===== src/rtl/core/ilid_pkg.sv =====
// Shared types, codes and elaboration helpers for the positional list store.
`default_nettype none
package ilid_pkg;

	// request actions
	localparam logic [2:0] ACT_READ       = 3'd0;
	localparam logic [2:0] ACT_INS_HEAD   = 3'd1;
	localparam logic [2:0] ACT_INS_TAIL   = 3'd2;
	localparam logic [2:0] ACT_INS_BEFORE = 3'd3;
	localparam logic [2:0] ACT_DELETE     = 3'd4;

	// result status
	localparam logic [1:0] STAT_DONE   = 2'd0;
	localparam logic [1:0] STAT_BADPOS = 2'd1;
	localparam logic [1:0] STAT_FULL   = 2'd2;

	localparam logic [31:0] RD_INVALID = 32'hFFFF_FFFF;

	// fan-in of one read tree node
	localparam int RADIX_LOG = 3;
	localparam int RADIX     = 1 << RADIX_LOG;

	typedef enum logic [1:0] {
		CELL_HOLD,
		CELL_INS,
		CELL_DEL
	} cell_op_t;

	// broadcast to every cell
	typedef struct packed {
		cell_op_t    op;
		logic [31:0] data;
	} cell_cmd_t;

	typedef struct packed {
		logic [8:0]  entry_count;
		logic [1:0]  status;
		logic [31:0] read_value;
	} res_t;

	// node count of a tree level (level 0 = leaves)
	function automatic int node_cnt(int leaves, int lvl);
		int n;
		n = leaves;
		for (int k = 0; k < lvl; k++)
			n = (n + RADIX - 1) >> RADIX_LOG;
		return n;
	endfunction

	// registered levels needed to reach a single root
	function automatic int tree_levels(int leaves);
		int n;
		int l;
		n = leaves;
		l = 0;
		while (n > 1) begin
			n = (n + RADIX - 1) >> RADIX_LOG;
			l++;
		end
		if (l < 1)
			l = 1;
		return l;
	endfunction

endpackage
`default_nettype wire


===== src/rtl/core/ilid_cell.sv =====
// One storage cell of the list: holds one entry and shifts with its neighbours.
`default_nettype none
module ilid_cell #(
	parameter int IW  = 8,
	parameter int IDX = 0
) (
	input  wire logic                clk,
	input  wire ilid_pkg::cell_cmd_t cmd,
	input  wire logic [IW-1:0]       sel,
	input  wire logic [IW-1:0]       rd_sel,
	input  wire logic [31:0]         left,
	input  wire logic [31:0]         right,
	output logic      [31:0]         entry,
	output logic      [31:0]         hit
);
	import ilid_pkg::*;

	logic [31:0] entry_q;
	logic        at_sel;
	logic        past_sel;

	assign at_sel   = (sel == IW'(IDX));
	assign past_sel = (IW'(IDX) > sel);

	always_ff @(posedge clk) begin
		case (cmd.op)
			CELL_INS: begin
				if (past_sel)
					entry_q <= left;
				else if (at_sel)
					entry_q <= cmd.data;
			end
			CELL_DEL: begin
				if (past_sel || at_sel)
					entry_q <= right;
			end
			default: ;
		endcase
	end

	assign entry = entry_q;
	// only the addressed cell drives the read tree
	assign hit   = (rd_sel == IW'(IDX)) ? entry_q : '0;

endmodule
`default_nettype wire


===== config.mk =====
export PLATFORM = sky130hd
export DESIGN_NAME = ilid_cell
export DESIGN_NICKNAME = d
export VERILOG_FILES = /design/src/rtl/core/ilid_pkg.sv /design/src/rtl/core/ilid_cell.sv
export SDC_FILE = /design/constraint.sdc
export NUM_CORES = 1
export LEC_CHECK = 0
export ABC_AREA = 1
export BUFFER_PORTS_ARGS = -buffer_cell sky130_fd_sc_hd__clkbuf_2
export CELL_PAD_IN_SITES_DETAIL_PLACEMENT = 1
export CELL_PAD_IN_SITES_GLOBAL_PLACEMENT = 2
export CORE_UTILIZATION = 17
export DETAILED_ROUTE_END_ITERATION = 6
export PLACE_DENSITY = 0.8
export SLEW_MARGIN = 20
export SYNTH_ARGS = -nofsm -noshare
export SYNTH_HDL_FRONTEND = slang
export SYNTH_SLANG_ARGS = --single-unit

===== constraint.sdc =====
create_clock -name clk -period 2.25 [get_ports clk]
set_input_delay 0.3375 -clock clk [delete_from_list [all_inputs] [get_ports clk]]
set_output_delay 0.3375 -clock clk [all_outputs]
set_load 0.02 [all_outputs]

## Word level (Yosys, flattened, before mapping)

Index checks and enable logic that the tools add are counted.

| operators by class | value |
|---|---|
| reductions and logical operators | 5 |
| equal/unequal tests | 4 |
| mux-type cells | 5 |
| $lt $le $gt $ge | 1 |

Operators by type and width:

| kind | count |
|---|---|
| 2-to-1 mux 32 bit | 4 |
| case mux 32 bit (2 select lines) | 1 |
| logical NOT 8 bit | 2 |
| > comparator 1 x 8 -> 1 bit (first input constant) | 1 |
| inequality test 3 bit (second input constant) | 1 |
| AND reduction 3 bit | 1 |
| equality test 2 x 1 -> 1 bit (second input constant) | 1 |
| equality test 2 bit (second input constant) | 1 |
| inequality test 2 bit (second input constant) | 1 |
| nonzero test 2 bit | 1 |
| logical OR 1 bit | 1 |

| storage, ports and cells | value |
|---|---|
| register bits after elaboration | 32 |
| bits of input ports | 115 |

## Depth between registers and ports, before layout

| logic depth | value |
|---|---|
| word-level depth | 4 |
| depth in mapped cells | 5 |
| depth with buffers taken out | 5 |

## Worst setup path before layout

Ideal clock, no wire load.

| path | value |
|---|---|
| kind | in2reg |
| start | input cmd[33] (netlist name) |
| end | register entry_q[0] (netlist: entry[0]) (enable) |
| library setup time | 422 ps |
| stages on the path | 3 |
| setup slack | -147 ps |
| data arrival time | 1976 ps |
| required time | 1828 ps |
| cell sequence | buf_2 > xnor2_1 > nor2_1 |

| between the ends | value |
|---|---|
| word-level cells in the longest chain between the ends | 3 |
| elaborated cells between the ends (all ways) | 6 |

RTL lines:

| element | RTL line | text |
|---|---|---|
| start, declared | ilid_cell.sv:8 | `input wire ilid_pkg::cell_cmd_t cmd,` |
| equality test 2 x 1 -> 1 bit or equality test 2 bit (tied branches) | ilid_cell.sv:26 | `case (cmd.op)` |
| inequality test 3 bit (no source line), or another cell as far along | - |  |
| AND reduction 3 bit (no source line) * | - |  |
| end signal, assigned | ilid_cell.sv:29 | `entry_q <= left;` |
| end signal, assigned | ilid_cell.sv:31 | `entry_q <= cmd.data;` |
| end signal, assigned | ilid_cell.sv:35 | `entry_q <= right;` |
| end, declared | ilid_cell.sv:18 | `logic [31:0] entry_q;` |

Mark *: on every way between the ends. The rest lies on a longest branch, timed or not.
A chain may end at the register's enable or synchronous reset.

## Worst setup path after layout

| path | value |
|---|---|
| start | input rd_sel[0] |
| end | output hit[0] |

| between the ends | value |
|---|---|
| word-level cells in the longest chain between the ends | 2 |

RTL lines:

| element | RTL line | text |
|---|---|---|
| start, declared | ilid_cell.sv:10 | `input wire logic [IW-1:0] rd_sel,` |
| logical NOT 8 bit | ilid_cell.sv:43 | `assign hit = (rd_sel == IW'(IDX)) ? entry_q : '0;` |
| 2-to-1 mux 32 bit | ilid_cell.sv:43 |  |
| end, declared | ilid_cell.sv:14 | `output logic [31:0] hit` |

No other way between the ends.

==> run summary <==
The initial DRC count came out at 56. The routed via count came out at approximately 2000. The worst hold path belongs to the class input port to register.

TritonCTS built the clock tree. Setup repair after global routing left no endpoint under its margin. The total standard cell area after synthesis is between 2000 and 2500 um2. The sequential cell area is between 900 and 1000 um2. The startpoint identified for the worst hold timing path is cmd[18]. The wire length of the first global-routing pass is approximately 10000 um. For this run, design rule violations remaining after detail routing come to 12.

The clock drives 32 sinks. Of all nets on the critical path, the largest fanout is 32. The final-report max-slew violation count is 0. The worst hold path passes through 3 cells. The global placement routability congestion is between 0.7 and 0.8. The design draws 1.59 mW. The worst setup path is of the input port to primary output kind. The final worst-path cycle share came out at 0.747. The area added between synthesis and finish is 49.0%. The count of buffers from port buffering came out at around 150. The worst supply voltage drop on vdd came out at 0.259 mV. The shortest period the worst path allows came out at about 1.7 ns. The final sum of negative setup slack is 0 ns. At the pin with the least slew margin, the transition time is about 0.65 ns. The cell row count came out at 39. The number of ports placed on the die boundary is 179. In this run the tightest slew margin relative to its limit is 0.567. The sort of element at the start of the critical path is an input port.

Once detail routing completed, the nets flagged for antenna violations numbered 0. The register area share after synthesis came out at 0.471. In this run, distinct cell masters in the synthesized netlist total 14. The number of antenna violations at the first check in global routing is 0. The final number of hold-violating endpoints came out at 0. Max-cap violations in this run came to 0. No sink is reached through more buffers than the 2 on the longest clock path. CTS built an H-tree with a depth of 2. The initial cell density of the core is 0.177. The routed via count divided by cell count is 3.87. The total routed wirelength is ~6500 um.

The upper clock frequency limit is around 600 MHz. Summing all multi-input logic gate instances after layout gives roughly 810 um2. Synthesis produced a netlist with a net count of between 300 and 400. The worst setup path is captured at a primary output. The die boundary width came out at between 100 and 150 um. The number of global-route vias before repair is 2084.

From bottom edge to top edge, the die measures approximately 110 um. The number of antenna repair diodes is 0. The total clock buffers created by CTS came out at 5. The quantity of gates resized following cts is 0. The worst hold path terminates at entry[18]$_DFFE_PP_. The floorplan core area came out at approximately 12000 um2. Entering global routing, the biggest net connects 33 pins. The average size of a mapped cell is approximately 8.8 um2. The proportion of layout cells with a drive suffix above 1 is 0.512. After legalization and detailed placement, the total HPWL measured ~5200 um. After the last flow step, the layout net total stands at about 490. For this design the ratio of total power to cell area is about 520 nW/um2.

The number of inserted filler cells in the final layout is approximately 1400. In the synthesized netlist, the number of instances is ~230. The total global-route track usage came out at 0.106. The die covers between 10000 and 15000 um2.

The final reports fail on design-rule violations. The cell at the root of the clock tree is sky130_fd_sc_hd__clkbuf_16. Dividing the detail-routed wire length by the instance count gives 12.4 um. The first TritonRoute pass finished after 6 iterations. The register with the most flip-flops in the layout has 32 of them. The final count of negative-setup-slack endpoints came out at 0. The number of buffers inserted by post-CTS setup repair came out at 0. The arrival time reported for the critical path endpoint came out at 1.34 ns. The register clock-pin slew on the reported worst setup and hold paths is roughly 0.05 ns.

The remaining global-route overflow is 0. The number of hold buffers added after cts is 0. The synthesized design contains 32 register bits.

The run finished, with violations left. Data on the critical path is required at its endpoint by ~1.9 ns. The number of warnings reported in the yosys synthesis log is 0. In this run the static leakage power is between 1.5 and 2 nW.
## metrics by stage
step / instances / util / setup slack (ns) / hold WS [ns] / cell area, um2
CTS: 520 / 0.263 / 0.555 / 0.329 / 3040
detailed placement: 512 / 0.249 / 0.452 / 0.612 / 2880
global placement: 512 / 0.249 / 0.456 / 0.603 / 2880
global route: 520 / 0.263 / 0.438 / 0.335 / 3040
floorplan: 233 / - / 0.368 / 0.516 / 2040
finish: 520 / 0.263 / 0.569 / 0.333 / 3040
## synth_stat cells
cell / count / share of area
sky130_fd_sc_hd__inv_2: 1 / 0.0018
sky130_fd_sc_hd__nand2_1: 70 / 0.13
sky130_fd_sc_hd__nor3_4: 3 / 0.024
sky130_fd_sc_hd__edfxtp_1: 32 / 0.47
sky130_fd_sc_hd__nor3_1: 2 / 0.0049
sky130_fd_sc_hd__buf_4: 4 / 0.015
sky130_fd_sc_hd__buf_6: 6 / 0.033
sky130_fd_sc_hd__nand2_2: 2 / 0.0061
sky130_fd_sc_hd__buf_2: 6 / 0.015
sky130_fd_sc_hd__inv_1: 40 / 0.074
sky130_fd_sc_hd__nand3_1: 32 / 0.078
sky130_fd_sc_hd__nor2_1: 7 / 0.013
sky130_fd_sc_hd__nor3_2: 27 / 0.13
sky130_fd_sc_hd__xnor2_1: 1 / 0.0043
## cell usage in the layout (no fill, tap or decap), types with 2 or more instances in the layout
cell type                   count
sky130_fd_sc_hd__nor3_1         2
sky130_fd_sc_hd__nor2_1         6
sky130_fd_sc_hd__nor3_4         3
sky130_fd_sc_hd__clkinv_1       2
sky130_fd_sc_hd__nand3_1       32
sky130_fd_sc_hd__nand2_1       69
sky130_fd_sc_hd__inv_1         40
sky130_fd_sc_hd__clkbuf_16      5
sky130_fd_sc_hd__edfxtp_1      32
sky130_fd_sc_hd__nor3_2        27
sky130_fd_sc_hd__buf_4          6
sky130_fd_sc_hd__nand2_2        3
sky130_fd_sc_hd__clkbuf_2     146
## final cells by class
class,count,area share
clock buffers,5,0.0411
clock inverters,3,0.0123
inverters,41,0.0506
flip-flops and latches,32,0.316
multi-input cells,144,0.266
repair buffers,152,0.255
well taps,143,0.0588
## where the power goes
part / switching (mW) / internal [mW] / leakage (nW) / total [mW]
registers: 0.000723 / 0.663 / 0.280 / 0.664
clock network: 0.229 / 0.514 / 0.0789 / 0.742
logic: 0.103 / 0.0840 / 1.22 / 0.187
total: 0.333 / 1.26 / 1.58 / 1.59
## cell families (layout without fill, tap and decap cells)
family	Yosys count	after routing	share of synthesized area
simple gates	143	143	0.387
flops	32	32	0.471
buf+inv	57	201	0.138
xor+xnor	1	1	0.00429
## metal layers
layer | part of all wire | wire length [um] | vias up | track usage
li1 | - | - | 1027 | -
met1 | 0.42 | 2730 | 902 | 0.129
met2 | 0.51 | 3280 | 82 | 0.194
met3 | 0.063 | 410 | 2 | 0.0152
met4 | 0.0076 | 49 | 0 | 0.0324
met5 | 0 | 0 | - | 0
## worst max-delay path, stage by stage
cell and delay, ns:
sky130_fd_sc_hd__clkbuf_2 0.08, sky130_fd_sc_hd__nor2_1 0.12, sky130_fd_sc_hd__nand2_2 0.06, sky130_fd_sc_hd__buf_4 0.29, sky130_fd_sc_hd__nor3_1 0.24, sky130_fd_sc_hd__clkbuf_2 0.20
## worst max-delay path by stage
stage              start                 end  slack (ns)
5_1_grt        rd_sel[0]             hit[31]        0.44
6_report       rd_sel[0]              hit[0]        0.57
3_5_place_dp     cmd[33]  entry[8]$_DFFE_PP_        0.45
3_3_place_gp     cmd[33]  entry[9]$_DFFE_PP_        0.46
2_1_floorplan    cmd[33]  entry[0]$_DFFE_PP_        0.37
4_1_cts        rd_sel[0]             hit[17]        0.55
No activity file was read; power rests on OpenSTA's default activity.
